`config.mk`:
```
export PLATFORM = sky130hd
export DESIGN_NAME = tga_rle_pixel_decoder_flat
export DESIGN_NICKNAME = d
export VERILOG_FILES = /design/src/hw/rtl/trd_pkg.sv /design/src/hw/rtl/trd_stream_if.sv /design/src/hw/rtl/trd_front.sv /design/src/hw/rtl/trd_queue.sv /design/src/hw/rtl/trd_back.sv /design/src/hw/rtl/tga_rle_pixel_decoder.sv /design/src/flat_wrapper.sv
export SDC_FILE = /design/constraint.sdc
export NUM_CORES = 1
export LEC_CHECK = 0
export ABC_AREA = 1
export BUFFER_PORTS_ARGS = -buffer_cell sky130_fd_sc_hd__buf_2
export CORE_MARGIN = 2
export CORE_UTILIZATION = 56
export CTS_CLUSTER_DIAMETER = 50
export DETAILED_ROUTE_END_ITERATION = 12
export PLACE_DENSITY = 0.82
export SLEW_MARGIN = 20
export SYNTH_ARGS = -nofsm -noshare
export SYNTH_HDL_FRONTEND = slang
export SYNTH_HIERARCHICAL = 1
export SYNTH_SLANG_ARGS = --single-unit
```
`constraint.sdc`:
```
create_clock -name clk -period 4.4 [get_ports clk]
set_input_delay 0 -clock clk [delete_from_list [all_inputs] [get_ports clk]]
set_output_delay 0 -clock clk [all_outputs]
set_load 0.02 [all_outputs]
```
`src/hw/rtl/trd_pkg.sv`:
```
// Package for the TGA run-length decoder: widths, register map, reset values,
// the pixel item passed from the parser to the accounting stage.
// No dependencies.
`timescale 1ns / 1ps

package trd_pkg;

  localparam int BYTE_W  = 8;
  localparam int PIX_W   = 32;
  localparam int BPP_W   = 3;
  localparam int POS_W   = 2;
  localparam int CNT_W   = 8;
  localparam int TOTAL_W = 25;

  localparam int MAX_BYTES_PER_PIXEL_DEF = 4;

  // Header byte layout
  localparam int HDR_RUN_BIT = 7;
  localparam logic [BYTE_W-2:0] HDR_LEN_MASK = 7'd127;

  // APB register map
  localparam int CFG_AW = 3;
  localparam int CFG_DW = 32;
  localparam logic REG_BPP   = 1'b0;
  localparam logic REG_TOTAL = 1'b1;

  localparam logic [BPP_W-1:0]   BPP_RST   = 3'd4;
  localparam logic [TOTAL_W-1:0] TOTAL_RST = 25'd65536;

  // Queue between parser and accounting stage
  localparam int QDEPTH = 2;
  localparam int QPTR_W = 1;
  localparam int QCNT_W = 2;

  typedef struct packed {
    logic [PIX_W-1:0] value;
    logic             is_run;
    logic [CNT_W-1:0] count;     // run length for a run packet
    logic             pkt_last;  // last pixel of its packet
  } trd_item_t;

  // Zero pixel total counts as one pixel
  function automatic logic [TOTAL_W-1:0] eff_total(input logic [TOTAL_W-1:0] t);
    eff_total = (t == '0) ? TOTAL_W'(1) : t;
  endfunction

endpackage

```
`src/hw/rtl/trd_stream_if.sv`:
```
// Valid/ready channel interfaces for the TGA run-length decoder:
// a byte channel in, a pixel channel out. Depends on trd_pkg.
`timescale 1ns / 1ps

interface trd_byte_if;
  logic                      valid;
  logic                      ready;
  logic [trd_pkg::BYTE_W-1:0] in_byte;

  modport source (output valid, output in_byte, input ready);
  modport sink   (input valid, input in_byte, output ready);
endinterface

interface trd_pixel_if;
  logic                      valid;
  logic                      ready;
  logic [trd_pkg::PIX_W-1:0] pixel_value;
  logic [trd_pkg::CNT_W-1:0] repeat_count;
  logic                      last_of_image;
  logic                      overrun;

  modport source (output valid, output pixel_value, output repeat_count,
                  output last_of_image, output overrun, input ready);
  modport sink   (input valid, input pixel_value, input repeat_count,
                  input last_of_image, input overrun, output ready);
endinterface

```
`src/hw/rtl/trd_front.sv`:
```
// Parser front end: takes stream bytes, tracks packet headers, gathers pixel
// bytes and pushes one item per completed pixel. Depends on trd_pkg, trd_byte_if.
`timescale 1ns / 1ps

module trd_front #(
  parameter int MAX_BPP = trd_pkg::MAX_BYTES_PER_PIXEL_DEF
) (
  input  logic                        clk,
  input  logic                        rst_n,
  trd_byte_if.sink                    in_ch,
  input  logic [trd_pkg::BPP_W-1:0]   bpp_cfg,
  input  logic                        q_full,
  output logic                        q_push,
  output trd_pkg::trd_item_t          q_item
);
  import trd_pkg::*;

  typedef enum logic {PH_HEADER, PH_PIXEL} phase_t;

  phase_t            phase_r, phase_nxt;
  logic              is_run_r, is_run_nxt;
  logic [POS_W-1:0]  pos_r, pos_nxt;
  logic [PIX_W-1:0]  gather_r, gather_nxt;
  logic [CNT_W-1:0]  left_r, left_nxt;

  logic [BPP_W-1:0]  bpp_eff;
  logic [PIX_W-1:0]  gather_cur;
  logic              accept;
  logic              done;

  // Clamp pixel size into 1..MAX_BPP
  always_comb begin
    if (bpp_cfg == '0) begin
      bpp_eff = BPP_W'(1);
    end else if (bpp_cfg > BPP_W'(MAX_BPP)) begin
      bpp_eff = BPP_W'(MAX_BPP);
    end else begin
      bpp_eff = bpp_cfg;
    end
  end

  assign in_ch.ready = !q_full;
  assign accept      = in_ch.valid && in_ch.ready;

  // Drop the byte into its lane of the gather word
  always_comb begin
    gather_cur = gather_r;
    gather_cur[{pos_r, 3'b000} +: BYTE_W] = in_ch.in_byte;
  end

  assign done = (({1'b0, pos_r} + BPP_W'(1)) >= bpp_eff);

  // Packet sequencing
  always_comb begin
    phase_nxt  = phase_r;
    is_run_nxt = is_run_r;
    pos_nxt    = pos_r;
    gather_nxt = gather_r;
    left_nxt   = left_r;
    q_push     = 1'b0;
    q_item.value    = gather_cur;
    q_item.is_run   = is_run_r;
    q_item.count    = left_r;
    q_item.pkt_last = is_run_r || (left_r == CNT_W'(1));
    if (accept) begin
      unique case (phase_r)
        PH_HEADER: begin
          is_run_nxt = in_ch.in_byte[HDR_RUN_BIT];
          left_nxt   = {1'b0, in_ch.in_byte[BYTE_W-2:0] & HDR_LEN_MASK} + CNT_W'(1);
          pos_nxt    = '0;
          gather_nxt = '0;
          phase_nxt  = PH_PIXEL;
        end
        PH_PIXEL: begin
          if (!done) begin
            gather_nxt = gather_cur;
            pos_nxt    = pos_r + POS_W'(1);
          end else begin
            q_push     = 1'b1;
            gather_nxt = '0;
            pos_nxt    = '0;
            if (is_run_r) begin
              left_nxt  = '0;
              phase_nxt = PH_HEADER;
            end else begin
              left_nxt = left_r - CNT_W'(1);
              if (left_r == CNT_W'(1)) begin
                phase_nxt = PH_HEADER;
              end
            end
          end
        end
        default: phase_nxt = PH_HEADER;
      endcase
    end
  end

  // Hold state
  always_ff @(posedge clk) begin
    if (!rst_n) begin
      phase_r  <= PH_HEADER;
      is_run_r <= 1'b0;
      pos_r    <= '0;
      gather_r <= '0;
      left_r   <= '0;
    end else begin
      phase_r  <= phase_nxt;
      is_run_r <= is_run_nxt;
      pos_r    <= pos_nxt;
      gather_r <= gather_nxt;
      left_r   <= left_nxt;
    end
  end

endmodule

```
`src/hw/rtl/trd_queue.sv`:
```
// Two-entry queue of pixel items between parser and accounting stage.
// Depends on trd_pkg.
`timescale 1ns / 1ps

module trd_queue (
  input  logic                clk,
  input  logic                rst_n,
  input  logic                push,
  input  trd_pkg::trd_item_t  push_item,
  output logic                full,
  input  logic                pop,
  output logic                not_empty,
  output trd_pkg::trd_item_t  head
);
  import trd_pkg::*;

  trd_item_t          mem_r [QDEPTH];
  logic [QPTR_W-1:0]  wr_ptr_r, rd_ptr_r;
  logic [QCNT_W-1:0]  cnt_r, cnt_nxt;
  logic               do_push, do_pop;

  assign full      = (cnt_r == QCNT_W'(QDEPTH));
  assign not_empty = (cnt_r != '0);
  assign head      = mem_r[rd_ptr_r];
  assign do_push   = push && !full;
  assign do_pop    = pop && not_empty;

  always_comb begin
    cnt_nxt = cnt_r;
    if (do_push && !do_pop) begin
      cnt_nxt = cnt_r + QCNT_W'(1);
    end else if (do_pop && !do_push) begin
      cnt_nxt = cnt_r - QCNT_W'(1);
    end
  end

  // Advance pointers and count
  always_ff @(posedge clk) begin
    if (!rst_n) begin
      wr_ptr_r <= '0;
      rd_ptr_r <= '0;
      cnt_r    <= '0;
    end else begin
      cnt_r <= cnt_nxt;
      if (do_push) begin
        wr_ptr_r <= wr_ptr_r + QPTR_W'(1);
      end
      if (do_pop) begin
        rd_ptr_r <= rd_ptr_r + QPTR_W'(1);
      end
    end
  end

  // Store payload
  always_ff @(posedge clk) begin
    if (do_push) begin
      mem_r[wr_ptr_r] <= push_item;
    end
  end

endmodule

```
`src/hw/rtl/trd_back.sv`:
```
// Accounting back end: counts pixels against the image size, clips packets
// at the image end, drops the tail of a clipped raw packet and registers the
// result beat. Depends on trd_pkg, trd_pixel_if.
`timescale 1ns / 1ps

module trd_back (
  input  logic                          clk,
  input  logic                          rst_n,
  input  logic                          q_valid,
  input  trd_pkg::trd_item_t            q_head,
  output logic                          q_pop,
  input  logic                          reload,
  input  logic [trd_pkg::TOTAL_W-1:0]   reload_total,
  input  logic [trd_pkg::TOTAL_W-1:0]   total_eff,
  trd_pixel_if.source                   out_ch
);
  import trd_pkg::*;

  logic [TOTAL_W-1:0] image_left_r, image_left_nxt;
  logic               skip_r, skip_nxt;
  logic               out_valid_r, out_valid_nxt;
  logic [PIX_W-1:0]   out_value_r;
  logic [CNT_W-1:0]   out_rep_r, rep;
  logic               out_last_r, out_ovr_r;
  logic               ovr, last, emit;
  logic               run_clip;
  logic [TOTAL_W-1:0] left_after;
  logic               can_take;

  assign can_take = !out_valid_r || out_ch.ready;
  assign q_pop    = q_valid && can_take;
  assign run_clip = ({{(TOTAL_W-CNT_W){1'b0}}, q_head.count} > image_left_r);

  // Clip against the pixels left in the image
  always_comb begin
    skip_nxt = skip_r;
    emit     = 1'b0;
    ovr      = 1'b0;
    rep      = CNT_W'(1);
    if (q_head.is_run) begin
      rep        = run_clip ? image_left_r[CNT_W-1:0] : q_head.count;
      ovr        = run_clip;
      left_after = run_clip ? '0
                            : image_left_r - {{(TOTAL_W-CNT_W){1'b0}}, q_head.count};
    end else begin
      left_after = image_left_r - TOTAL_W'(1);
      ovr        = (left_after == '0) && !q_head.pkt_last;
    end
    last = (left_after == '0);
    image_left_nxt = image_left_r;
    if (q_pop) begin
      if (skip_r) begin
        if (q_head.pkt_last) begin
          skip_nxt = 1'b0;
        end
      end else begin
        emit           = 1'b1;
        skip_nxt       = ovr && !q_head.is_run;
        image_left_nxt = last ? total_eff : left_after;
      end
    end
    if (reload) begin
      image_left_nxt = reload_total;
    end
    out_valid_nxt = emit ? 1'b1 : (out_ch.ready ? 1'b0 : out_valid_r);
  end

  // Hold control state
  always_ff @(posedge clk) begin
    if (!rst_n) begin
      image_left_r <= TOTAL_RST;
      skip_r       <= 1'b0;
      out_valid_r  <= 1'b0;
    end else begin
      image_left_r <= image_left_nxt;
      skip_r       <= skip_nxt;
      out_valid_r  <= out_valid_nxt;
    end
  end

  // Load result beat
  always_ff @(posedge clk) begin
    if (emit) begin
      out_value_r <= q_head.value;
      out_rep_r   <= rep;
      out_last_r  <= last;
      out_ovr_r   <= ovr;
    end
  end

  assign out_ch.valid         = out_valid_r;
  assign out_ch.pixel_value   = out_value_r;
  assign out_ch.repeat_count  = out_rep_r;
  assign out_ch.last_of_image = out_last_r;
  assign out_ch.overrun       = out_ovr_r;

  // A clipped packet always closes the image
  a_ovr_last: assert property (@(posedge clk) disable iff (!rst_n)
    out_valid_r && out_ovr_r |-> out_last_r)
    else $error("overrun beat without last_of_image");

  // Remaining image count never reaches zero between pixels
  a_left_nz: assert property (@(posedge clk) disable iff (!rst_n)
    image_left_r != '0)
    else $error("image_left at zero");

  // Skipping starts only with a clipped raw pixel on the output
  a_skip_src: assert property (@(posedge clk) disable iff (!rst_n)
    $rose(skip_r) |-> out_valid_r && out_ovr_r)
    else $error("skip entered without overrun beat");

  // Repeat count of a delivered beat is never zero
  a_rep_nz: assert property (@(posedge clk) disable iff (!rst_n)
    out_valid_r |-> out_rep_r != '0)
    else $error("zero repeat count");

endmodule

```
`src/hw/rtl/tga_rle_pixel_decoder.sv`:
```
// TGA run-length pixel decoder, top level: APB register block, parser front,
// item queue and accounting back end. Depends on trd_pkg, trd_stream_if.
// Throughput: one stream byte per cycle while the queue is not full; one pixel result per cycle at most.
// Path: the edge that takes a pixel's last byte writes its item into the queue,
// and the output register loads it from the queue head once the output can take it.
// Reset (rst_n low, synchronous): header expected, queue and output empty,
// bytes_per_pixel = 4, pixel_total = 65536.
`timescale 1ns / 1ps

module tga_rle_pixel_decoder #(
  parameter int MAX_BYTES_PER_PIXEL = trd_pkg::MAX_BYTES_PER_PIXEL_DEF
) (
  input  logic                         clk,
  input  logic                         rst_n,
  trd_byte_if.sink                     in_ch,
  trd_pixel_if.source                  out_ch,
  input  logic                         cfg_psel,
  input  logic                         cfg_penable,
  input  logic                         cfg_pwrite,
  input  logic [trd_pkg::CFG_AW-1:0]   cfg_paddr,
  input  logic [trd_pkg::CFG_DW-1:0]   cfg_pwdata,
  output logic [trd_pkg::CFG_DW-1:0]   cfg_prdata,
  output logic                         cfg_pready
);
  import trd_pkg::*;

  logic [BPP_W-1:0]   bpp_r;
  logic [TOTAL_W-1:0] total_r;
  logic               cfg_wr;
  logic               reload;
  logic [TOTAL_W-1:0] reload_total;

  logic       q_push, q_full, q_pop, q_valid;
  trd_item_t  q_item, q_head;

  // Register writes complete in the access phase
  assign cfg_pready   = 1'b1;
  assign cfg_wr       = cfg_psel && cfg_penable && cfg_pwrite && cfg_pready;
  assign reload       = cfg_wr && (cfg_paddr[2] == REG_TOTAL);
  assign reload_total = eff_total(cfg_pwdata[TOTAL_W-1:0]);

  always_ff @(posedge clk) begin
    if (!rst_n) begin
      bpp_r   <= BPP_RST;
      total_r <= TOTAL_RST;
    end else if (cfg_wr) begin
      unique case (cfg_paddr[2])
        REG_BPP:   bpp_r   <= cfg_pwdata[BPP_W-1:0];
        REG_TOTAL: total_r <= cfg_pwdata[TOTAL_W-1:0];
        default:   ;
      endcase
    end
  end

  // Read back
  always_comb begin
    case (cfg_paddr[2])
      REG_BPP:   cfg_prdata = {{(CFG_DW-BPP_W){1'b0}}, bpp_r};
      REG_TOTAL: cfg_prdata = {{(CFG_DW-TOTAL_W){1'b0}}, total_r};
      default:   cfg_prdata = '0;
    endcase
  end

  trd_front #(
    .MAX_BPP (MAX_BYTES_PER_PIXEL)
  ) u_front (
    .clk     (clk),
    .rst_n   (rst_n),
    .in_ch   (in_ch),
    .bpp_cfg (bpp_r),
    .q_full  (q_full),
    .q_push  (q_push),
    .q_item  (q_item)
  );

  trd_queue u_queue (
    .clk       (clk),
    .rst_n     (rst_n),
    .push      (q_push),
    .push_item (q_item),
    .full      (q_full),
    .pop       (q_pop),
    .not_empty (q_valid),
    .head      (q_head)
  );

  trd_back u_back (
    .clk          (clk),
    .rst_n        (rst_n),
    .q_valid      (q_valid),
    .q_head       (q_head),
    .q_pop        (q_pop),
    .reload       (reload),
    .reload_total (reload_total),
    .total_eff    (eff_total(total_r)),
    .out_ch       (out_ch)
  );

endmodule

```
`src/flat_wrapper.sv`:
```
// flat-port wrapper written by rule: the top's interface ports become plain ports
module tga_rle_pixel_decoder_flat import trd_pkg::*;
#(
  parameter int MAX_BYTES_PER_PIXEL = trd_pkg::MAX_BYTES_PER_PIXEL_DEF
)
  (clk, rst_n, cfg_psel, cfg_penable, cfg_pwrite, cfg_paddr, cfg_pwdata, cfg_prdata, cfg_pready, in_ch_valid, in_ch_in_byte, in_ch_ready, out_ch_valid, out_ch_pixel_value, out_ch_repeat_count, out_ch_last_of_image, out_ch_overrun, out_ch_ready);
  trd_byte_if in_ch_i ();
  trd_pixel_if out_ch_i ();
  input  logic clk;
  input  logic rst_n;
  input  logic cfg_psel;
  input  logic cfg_penable;
  input  logic cfg_pwrite;
  input  logic [trd_pkg::CFG_AW-1:0] cfg_paddr;
  input  logic [trd_pkg::CFG_DW-1:0] cfg_pwdata;
  output logic [trd_pkg::CFG_DW-1:0] cfg_prdata;
  output logic cfg_pready;
  input wire logic [$bits(in_ch_i.valid)-1:0] in_ch_valid;
  input wire logic [$bits(in_ch_i.in_byte)-1:0] in_ch_in_byte;
  output wire logic [$bits(in_ch_i.ready)-1:0] in_ch_ready;
  output wire logic [$bits(out_ch_i.valid)-1:0] out_ch_valid;
  output wire logic [$bits(out_ch_i.pixel_value)-1:0] out_ch_pixel_value;
  output wire logic [$bits(out_ch_i.repeat_count)-1:0] out_ch_repeat_count;
  output wire logic [$bits(out_ch_i.last_of_image)-1:0] out_ch_last_of_image;
  output wire logic [$bits(out_ch_i.overrun)-1:0] out_ch_overrun;
  input wire logic [$bits(out_ch_i.ready)-1:0] out_ch_ready;
  assign in_ch_i.valid = in_ch_valid;
  assign in_ch_i.in_byte = in_ch_in_byte;
  assign in_ch_ready = in_ch_i.ready;
  assign out_ch_valid = out_ch_i.valid;
  assign out_ch_pixel_value = out_ch_i.pixel_value;
  assign out_ch_repeat_count = out_ch_i.repeat_count;
  assign out_ch_last_of_image = out_ch_i.last_of_image;
  assign out_ch_overrun = out_ch_i.overrun;
  assign out_ch_i.ready = out_ch_ready;
  tga_rle_pixel_decoder #(.MAX_BYTES_PER_PIXEL(MAX_BYTES_PER_PIXEL)) u_core (.clk(clk), .rst_n(rst_n), .in_ch(in_ch_i), .out_ch(out_ch_i), .cfg_psel(cfg_psel), .cfg_penable(cfg_penable), .cfg_pwrite(cfg_pwrite), .cfg_paddr(cfg_paddr), .cfg_pwdata(cfg_pwdata), .cfg_prdata(cfg_prdata), .cfg_pready(cfg_pready));
endmodule
```
* Yosys cells after proc, flatten, opt, wreduce, memory -nomap -nowiden
Memories as Yosys holds them, arrays and structs flattened. A register that Yosys moved wholly into a read port is not among the register bits.
Cells that the tools add are included.
** Operators by class
- Add/sub/neg operators :: 11
- $lt $le $gt $ge :: 3
- Eq/ne operators :: 4
- Shift-type cells :: 2
- Mux-type cells :: 40
- Bitwise gates (word level) :: 2
- Reduce and logical (&&, ||, !) cells :: 33
** Operator list (number)
- two-way mux 25 bit :: 8
- one-hot mux 32 bit (2 select lines) :: 2
- logical NOT 25 bit :: 4
- bitwise mux 32 bit :: 1
- two-way mux 32 bit :: 1
- variable shift 8 x 7 -> 32 bit, first input constant :: 1
- indexed part select 8 x 7 -> 32 bit :: 1
- > comparator 8 x 25 -> 1 bit :: 1
- subtractor 25 x 1 -> 25 bit, second input constant :: 1
- subtractor 25 x 8 -> 25 bit :: 1
- two-way mux 8 bit :: 3
- two-way mux 1 bit :: 17
- one-hot mux 8 bit (2 select lines) :: 1
- logical AND 1 bit :: 11
- AND reduction 2 bit :: 5
- adder 7 x 1 -> 8 bit, second input constant :: 1
- equality test 8 x 1 -> 1 bit, second input constant :: 1
- nonzero test 2 bit :: 4
- subtractor 8 x 1 -> 8 bit, second input constant :: 1
- negator 5 -> 7 bit :: 1
- logical NOT 1 bit :: 6
- two-way mux 2 bit :: 3
- two-way mux 3 bit :: 2
- adder 2 x 1 -> 2 bit, second input constant :: 2
- 12 further kinds :: 16
** Storage, ports and cells
- Bits in registers :: 145
- Memory bits (writable) :: 84
- Input bits :: 50
- Memories :: 1
** Memory list
- u_core.u_queue.mem_r :: words 2, bits a word 42, rd ports 1, clocked after memory_dff 1, wr ports 1, RTL line trd_queue.sv:17 : trd_item_t mem_r [QDEPTH];

* Logic depth before layout (Yosys ltp)
Gate-level depths: netlist of run 1.
- Depth after elaboration :: 12
- Gate-level depth with buffers :: 26

* Cells and area by module
Netlist of run 1, hierarchy kept.
** Modules (own cells, without submodules)
- trd_back :: instances 1, cells each 749, area each 5079.9 µm², seq. area each 1801.7 µm²
- trd_queue :: instances 1, cells each 168, area each 3482.1 µm², seq. area each 2622.5 µm²
- trd_front :: instances 1, cells each 416, area each 2731.4 µm², seq. area each 880.8 µm²
- tga_rle_pixel_decoder :: instances 1, cells each 309, area each 1726.7 µm², seq. area each 560.5 µm²

* Worst setup path after synthesis of run 1
Ideal clock, no wire load.
- Kind :: flip-flop to flip-flop
- From :: register u_core.u_front.pos_r[0]
- To :: memory u_core/u_queue/mem_r[0][0] in the netlist's numbering (enable)
- Setup time :: 441 ps
- Arrival :: 3494 ps
- Data required time :: 3959 ps
- Setup slack :: 465 ps
- Cell stages (with the launch flop) :: 11
- Clock period less this slack :: 3935 ps
- Cells stage by stage :: dfxtp_1 > buf_6 > clkinv_2 > ha_1 > ha_1 > nand3_1 > nand3_1 > nand3_1 > inv_1 > o21ai_2 > nor2_1
** On the way
- Cells in the longest elaborated chain, start to end :: 8
** RTL lines
- from (decl) :: RTL line trd_front.sv:22 : logic [POS_W-1:0] pos_r, pos_nxt;
- from (signal assigned) :: RTL line trd_front.sv:109 : pos_r <= pos_nxt;
- adder 2 x 1 -> 3 bit :: RTL line trd_front.sv:51 : assign done = (({1'b0, pos_r} + BPP_W'(1)) >= bpp_eff);
- greater-or-equal comparator 3 bit :: RTL line trd_front.sv:51
- two-way mux 1 bit :: RTL line trd_front.sv:75 : if (!done) begin
- two-way mux 1 bit :: RTL line trd_front.sv:66 : unique case (phase_r)
- two-way mux 1 bit :: RTL line trd_front.sv:65 : if (accept) begin
- named net u_core.q_push :: RTL line tga_rle_pixel_decoder.sv:33 : logic q_push, q_full, q_pop, q_valid;
- logical AND 1 bit :: RTL line trd_queue.sv:25 : assign do_push = push && !full;
- two-way mux 1 bit :: RTL line trd_queue.sv:56 : if (do_push) begin
- two-way mux 1 bit (implied by the code) :: RTL line trd_queue.sv:57 : mem_r[wr_ptr_r] <= push_item;
- to (decl) :: RTL line trd_queue.sv:17
The timed path passes the listed nets, and every way through them passes these cells.

==> impl_metrics.csv, run 1 <==
group,metric,value,unit
outcome,status,"complete, no violations",
sta,period_share,89.39,%
clock_network,numCtsBuffers,27,
worst_setup_path,crit_required,4.85,ns
synthesis,async_flop_share,0,%
detailed_routing,routed_via_density,5.579,
floorplanning,io_pins,127,
sta,period_needed,3.933,ns
power,clkPwrFrac,40.2,%
synthesis,synthFlopType,"edfxtp_1",
sta,fin_tns_setup,0,ns
final_layout,nets,1799,
final_layout,utilization,64.80,%
grt,grt_pass1_vias,10660,
power,p_sw_share,28.93,%
power,ir_drop,0.3861,mV
power,cellPowerDensity,379.1,nW/um2
floorplanning,dieHeight,156.5,um
floorplanning,start_util,57.33,%
sta,fin_skew,0.01855,ns
placement,place.gp.congestion,0.9916,
placement,placement.io_buffers,109,
synthesis,ys_seq_elements,230,
sta,slew_violations,0,
sta,timing.slew.headroom,38.38,%
detailed_routing,wl_met3,2.668,mm
final_layout,area_growth_syn_to_layout,13.02,%
worst_setup_path,crit_type,"reg -> reg",
power,power.switching,0.001614,W
clock_network,htreeDepth,1,
sta,max_slew.worst_pin.slew,0.9209,ns
detailed_routing,first_pass_iters,6,
grt,gr-total-overflow,0,
worst_setup_path,start_kind,"flip-flop",
clock_network,clk_path_buf_depth,3,
detailed_routing,drt-met1-wl,13.48,mm
final_layout,final_cell_mix,"nand2_1 (347), nor2_1 (227), inv_1 (221)",
final_layout,layout-drive-gt1-share,15.23,%
grt,grt_use_total,28.37,%
worst_setup_path,reg2reg_slack,0.47,ns
worst_setup_path,crit_chain,"mux2_4 > inv_1 > ha_1 > nand2_1 > nand2_1 > nand2_1 > nand3_1 > nand2_2 > nand3_4 > nand2_4 > nor2_1 > nor2_1 > nand2_1 > nor2_1 > nand2_1 > nor2_4 > nand2_4 > nand3_1 > nand3_1 > a21oi_1",
power,pwr-share-comb,16.8,%
worst_setup_path,crit_family,"simple AND/OR/NAND/NOR gates",
floorplanning,core,22710,um2
clock_network,cts-root-buf,"clkbuf_16",
synthesis,ys_types,49,
worst_setup_path,crit_arrival,4.38,ns
min_path,worst_hold_path.endpoint,"u_core/u_queue/mem_r[0][20]$_DFFE_PP_",
floorplanning,placementRows,55,
synthesis,syn_inst,1642,
worst_setup_path,crit_path_top_delay_cell,"dfxtp_2",
synthesis,synth_top_area_share,29.06,%
worst_setup_path,reg2regPathDepth,20,
power,finalPower,0.005579,W
worst_setup_path,cp_num_buf_inv,1,
detailed_routing,avgRoutedWirePerCell,17.24,um
clock_network,postCtsSetupRepairBufs,0,
worst_setup_path,cpPeakStageDelay,0.50,ns
synthesis,synth.area.top_cells,"edfxtp_1 (29%), dfxtp_1 (16%), nand2_1 (10%), nor2_1 (6.6%), inv_1 (6.4%)",
worst_setup_path,crit_top_cell,"nand2_1",
run,drv_cap,0,
clock_network,cts_resized,0,
power,power_leakage,6.730,nW
grt,grt_max_degree,69,
final_layout,final_common_cell,"nand2_1",
power,cell_internal_pwr,0.003965,W
synthesis,synth_edf_count,126,
detailed_routing,routed-wl-met2,17.14,mm
min_path,hold_path_class,"in -> reg",
min_path,holdCritStartpoint,"in_ch_in_byte[2]",
worst_setup_path,r2r-end,"u_core/u_back/image_left_r[7]$_SDFFE_PN0P_",
sta,finalHoldViolCount,0,
clock_network,clk_pin_slew,0.07,ns
detailed_routing,routed_wl,35.02,mm
synthesis,yosys.area.top_type,"edfxtp_1",
final_layout,fillers,1838,
synthesis,synth.yosys.seq_area_share,45.05,%
sta,setup_viol,0,
placement,dpl.hpwl,24.11,mm
floorplanning,die-area,24490,um2
min_path,hold_depth,3,
sta,rsz0062_at_grt,"false",
worst_setup_path,cp_max_fo,19,
detailed_routing,drt_iter0_drc,1351,
sta,max_freq,254.2,MHz
grt,antenna_found_initial,0,
floorplanning,dieWidth,156.5,um
clock_network,clk_latency,0.55,ns
detailed_routing,drc,0,
clock_network,cts.sinks,230,
synthesis,syn_area,13020,um2
clock_network,tritoncts,"built",
final_layout,diodes,0,
worst_setup_path,crit_path_end_kind,"flip-flop",
synthesis,synth_area_per_cell,7.929,um2
detailed_routing,drtAntennaViolNets,0,
detailed_routing,vias,11330,
grt,grt_pass1_wl,54.78,mm
power,pwr-share-seq,43.0,%
synthesis,ys_warn_count,6,
detailed_routing,route.top_layer_used,"met4",
## per-layer routing
metal	track usage [%]	up-vias
met5	0	-
met4	13.54	0
met3	4.237	127
met2	49.91	568
met1	34.13	5215
li1	-	5421
## synthesized netlist by cell type (2+ instances only)
cell and count:
buf_12 4, nor3_1 5, inv_1 221, clkbuf_1 62, xor2_1 21, nand3b_1 17
nor2_2 6, ha_1 23, nor2_1 230, o211ai_1 2, nand3_1 110, o21ai_1 55
nor2_8 2, edfxtp_1 126, nand4_1 25, buf_6 9, buf_2 15, nand2_4 4
buf_4 18, conb_1 2, o22ai_1 32, a21oi_1 46, mux2_2 2, nand3_4 2
nand2_1 348, nor2_4 9, inv_2 14, nand2_2 5, o21ai_0 59, clkbuf_2 2
dfxtp_1 104, mux2_4 40, clkinv_1 3, or2_2 2, nor4_1 2, nand4_2 2
## power by group through the flow
stage / registers [W] / clock network [W] / logic [W]
3_5_place_dp: 0.00244 / 0 / 0.000883
2_1_floorplan: 0.00243 / 0 / 0.000673
3_3_place_gp: 0.00244 / 0 / 0.000863
4_1_cts: 0.00240 / 0.00226 / 0.000918
5_1_grt: 0.00240 / 0.00235 / 0.00103
6_report: 0.00240 / 0.00224 / 0.000940
## flip-flops by register name, indices dropped and copies added, names as in the netlist, named ones only
register                            cells
u_core/total_r                         25
u_core/bpp_r                            3
u_core/u_front/gather_r                32
u_core/u_front/phase_r                  1
u_core/u_front/left_r                   8
u_core/u_queue/wr_ptr_r                 1
u_core/u_queue/mem_r                   84
u_core/u_queue/cnt_r                    2
u_core/u_front/pos_r                    2
u_core/u_back/out_ch.valid              1
u_core/u_back/out_ch.overrun            1
u_core/u_back/skip_r                    1
u_core/u_back/image_left_r             25
u_core/u_back/out_ch.last_of_image      1
u_core/u_back/out_ch.repeat_count       8
u_core/u_back/out_ch.pixel_value       32
u_core/u_queue/rd_ptr_r                 1
u_core/u_front/is_run_r                 1
## tightest hold or removal path, stage by stage
cell and delay [ns]:
buf_2 0.19, nand4_1 0.12, o21ai_1 0.08
## kinds of logic (layout without fill, tap and decap cells)
kind of cell | after synthesis | count (layout) | synth area share [%]
adder cells (fa/ha/maj) | 24 | 24 | 2.364
AO/OA/AOI/OAI | 200 | 200 | 8.264
other | 2 | 8 | 0.05768
AND/OR/NAND/NOR | 772 | 772 | 26.20
XOR/XNOR | 22 | 22 | 1.480
flip-flops | 230 | 230 | 45.05
multiplexers | 42 | 42 | 4.786
buffers and inverters | 350 | 448 | 11.80
## through the flow
stage | setup WS (ns) | cells | cell area, um2 | hold slack [ns]
5_1_grt | 0.2096 | 2031 | 14720 | 0.02096
4_1_cts | 0.4696 | 2031 | 14710 | 0.007953
3_3_place_gp | 0.6653 | 1944 | 13430 | 0.2611
6_report | 0.4667 | 2031 | 14720 | 0.02814
2_1_floorplan | 0.4648 | 1648 | 13040 | 0.1213
3_5_place_dp | 0.5559 | 1944 | 13430 | 0.2674
## how the worst max path moves through the flow
stage | slack, ns | start | depth (start not counted) | to
floorplan | 0.46 | u_core/u_front/pos_r[0]$_SDFFE_PN0P_ | 10 | u_core/u_queue/mem_r[0][0]$_DFFE_PP_
global placement | 0.67 | flip-flop | 21 | u_core/u_back/image_left_r[3]$_SDFFE_PN0P_
detailed placement | 0.56 | flip-flop | 20 | u_core/u_back/image_left_r[7]$_SDFFE_PN0P_
CTS | 0.47 | flip-flop | 20 | u_core/u_back/image_left_r[7]$_SDFFE_PN0P_
global route | 0.21 | flip-flop | 20 | u_core/u_back/image_left_r[7]$_SDFFE_PN0P_
finish | 0.47 | flip-flop | 20 | u_core/u_back/image_left_r[7]$_SDFFE_PN0P_
## layout make-up
type,instances,area (um2),area share [%]
clock buffer,36,739.5,5.025
inverter,239,898.4,6.105
multi-input combinational,1068,5672,38.54
timing repair buffer,159,1013,6.887
clock inverter,14,168.9,1.148
tap,285,356.6,2.423
sequential,230,5867,39.87
## what timing repair did
item                                   CTS  global route
setup endpoints to repair                0             0
endpoints found under the hold margin   95             0
hold buffers                            37             0
No activity file was read; power rests on OpenSTA's default activity.
==> run 2: changes to the inputs <==
==> constraint.sdc (replaced) <==
create_clock -name clk -period 4.95 [get_ports clk]
set_input_delay 0 -clock clk [delete_from_list [all_inputs] [get_ports clk]]
set_output_delay 0 -clock clk [all_outputs]
set_load 0.02 [all_outputs]
==> impl_metrics.csv, run 2 (synthesis gave the netlist of run 1 again) <==
group,metric,value,unit
min_path,worst_hold_path.endpoint,"u_core/u_queue/mem_r[0][20]$_DFFE_PP_",
floorplanning,io_pins,127,
sta,timing.slew.headroom,40.02,%
sta,max_slew.worst_pin.slew,0.8964,ns
worst_setup_path,start_kind,"flip-flop",
floorplanning,dieHeight,156.5,um
min_path,holdCritStartpoint,"in_ch_in_byte[2]",
worst_setup_path,cp_max_fo,25,
sta,setup_slack,0.9062,ns
final_layout,stdcell_area,14740,um2
min_path,hold_path_class,"in -> reg",
sta,fin_tns_setup,0,ns
detailed_routing,drt-met1-wl,13.68,mm
power,ir_drop,0.3605,mV
detailed_routing,routed-wl-met2,17.61,mm
detailed_routing,first_pass_iters,6,
sta,finalHoldViolCount,0,
detailed_routing,drtAntennaViolNets,0,
worst_setup_path,crit_path_end_kind,"flip-flop",
placement,dpl_cell_area,13430,um2
detailed_routing,wl_met3,2.494,mm
clock_network,cts.sinks,230,
grt,antenna_found_initial,0,
detailed_routing,drc,0,
worst_setup_path,crit_type,"reg -> reg",
detailed_routing,routed_via_density,5.556,
clock_network,tritoncts,"built",
grt,grt_max_degree,69,
detailed_routing,routed_wl,35.49,mm
placement,placement.io_buffers,109,
grt,grt_use_total,29.14,%
clock_network,cts-root-buf,"clkbuf_16",
detailed_routing,avgRoutedWirePerCell,17.50,um
placement,dpl.hpwl,24.93,mm
final_layout,final_common_cell,"nand2_1",
worst_setup_path,reg2reg_slack,0.91,ns
run,drv_cap,0,
sta,period_needed,4.044,ns
final_layout,area_growth_syn_to_layout,13.21,%
detailed_routing,drt_iter0_drc,1397,
worst_setup_path,reg2regPathDepth,20,
final_layout,nets,1796,
detailed_routing,route.top_layer_used,"met4",
floorplanning,die-area,24490,um2
clock_network,htreeDepth,1,
grt,grt_pass1_wl,56.15,mm
sta,max_freq,247.3,MHz
clock_network,clk_pin_slew,0.06,ns
final_layout,largest_reg_flops,84,
clock_network,clk_path_buf_depth,3,
worst_setup_path,crit_arrival,4.51,ns
floorplanning,dieWidth,156.5,um
sta,fin_skew,0.02700,ns
floorplanning,core,22710,um2
clock_network,clk_latency,0.56,ns
worst_setup_path,crit_required,5.41,ns
final_layout,layout-drive-gt1-share,15.20,%
min_path,hold_depth,3,
sta,setup_viol,0,
final_layout,max_flop_register,"u_core/u_queue/mem_r",
final_layout,final_cell_mix,"nand2_1 (347), nor2_1 (227), inv_1 (221)",
floorplanning,placementRows,55,
power,cellPowerDensity,337.4,nW/um2
floorplanning,start_util,57.33,%
sta,slew_violations,0,
power,power_leakage,6.722,nW
grt,gr-total-overflow,0,
clock_network,numCtsBuffers,27,
sta,rsz0062_at_grt,"false",
detailed_routing,vias,11270,
worst_setup_path,r2r-end,"u_core/u_back/image_left_r[21]$_SDFFE_PN0P_",
sta,period_share,81.69,%
outcome,status,"complete, no violations",
final_layout,diodes,0,
placement,place.gp.congestion,0.9465,
placement,place_ws,1.016,ns
grt,grt_pass1_vias,10690,
run 2: cell types whose count changed in the layout (fill, tap and decap cells not counted), moves of 2 or more:
cell / before / now
clkinvlp_4: 1 / 3
buf_12: 0 / 2
buf_4: 13 / 8
clkinv_2: 4 / 2
run 2: per-stage QoR:
| stage | instances | util, % | hold slack [ns] | total power [W] |
|---|---|---|---|---|
| 2_1_floorplan | 1648 | - | 0.1213 | 0.002762 |
| 3_3_place_gp | 1941 | 59.15 | 0.2663 | 0.002946 |
| 3_5_place_dp | 1941 | 59.15 | 0.2664 | 0.002966 |
| 4_1_cts | 2028 | 64.88 | 0.004843 | 0.004978 |
| 5_1_grt | 2028 | 64.91 | 0.03316 | 0.005162 |
| 6_report | 2028 | 64.91 | 0.01674 | 0.004973 |
run 2: repair_timing:
action	4_1_cts	5_1_grt
resized for setup	0	0
hold buffers	37	0
buffers inserted	0	0
hold endpoints to repair	90	0
run 2: final cells by class:
class | count | area (um2)
tap | 285 | 356.6
clock buffer | 37 | 774.5
multi-input combinational | 1068 | 5672
sequential | 230 | 5867
timing repair buffer | 156 | 1016
fill | 1830 | 7969
clock inverter | 13 | 156.4
inverter | 239 | 898.4
run 2: layer usage:
metal  global-route usage (%)  vias to the layer above
met2                    51.60                      526
met3                    4.016                      130
li1                         -                     5395
met5                        0                        -
met4                    13.76                        0
met1                    35.07                     5217
run 2: how the worst max path moves through the flow:
| stage | to | cells past startpoint |
|---|---|---|
| 2_1_floorplan | u_core/u_queue/mem_r[0][0]$_DFFE_PP_ | 10 |
| 3_3_place_gp | u_core/u_back/image_left_r[21]$_SDFFE_PN0P_ | 20 |
| 3_5_place_dp | u_core/u_back/image_left_r[21]$_SDFFE_PN0P_ | 20 |
| 4_1_cts | u_core/u_back/image_left_r[21]$_SDFFE_PN0P_ | 20 |
| 5_1_grt | u_core/u_back/image_left_r[21]$_SDFFE_PN0P_ | 20 |
| 6_report | u_core/u_back/image_left_r[21]$_SDFFE_PN0P_ | 20 |
run 2: worst max-delay path: stages, from the launching register on:
cell	delay [ns]
dfxtp_2	0.52
mux2_4	0.33
inv_1	0.07
ha_1	0.31
nand2_1	0.13
nand2_1	0.06
nand2_1	0.07
nand3_1	0.13
nand2_2	0.17
nand3_4	0.13
nand2_4	0.26
nor2_1	0.08
nor2_1	0.21
nand2_1	0.11
nor2_1	0.13
nand2_1	0.10
nor2_4	0.50
nand2_4	0.25
nand3_1	0.17
nand3_1	0.08
a21oi_1	0.14
run 2: report_power, final:
part           leakage (nW)  switching [W]  internal, W
Sequential             2.00      0.0000526      0.00208
Combinational          4.27       0.000570     0.000269
Clock                 0.445       0.000826      0.00118
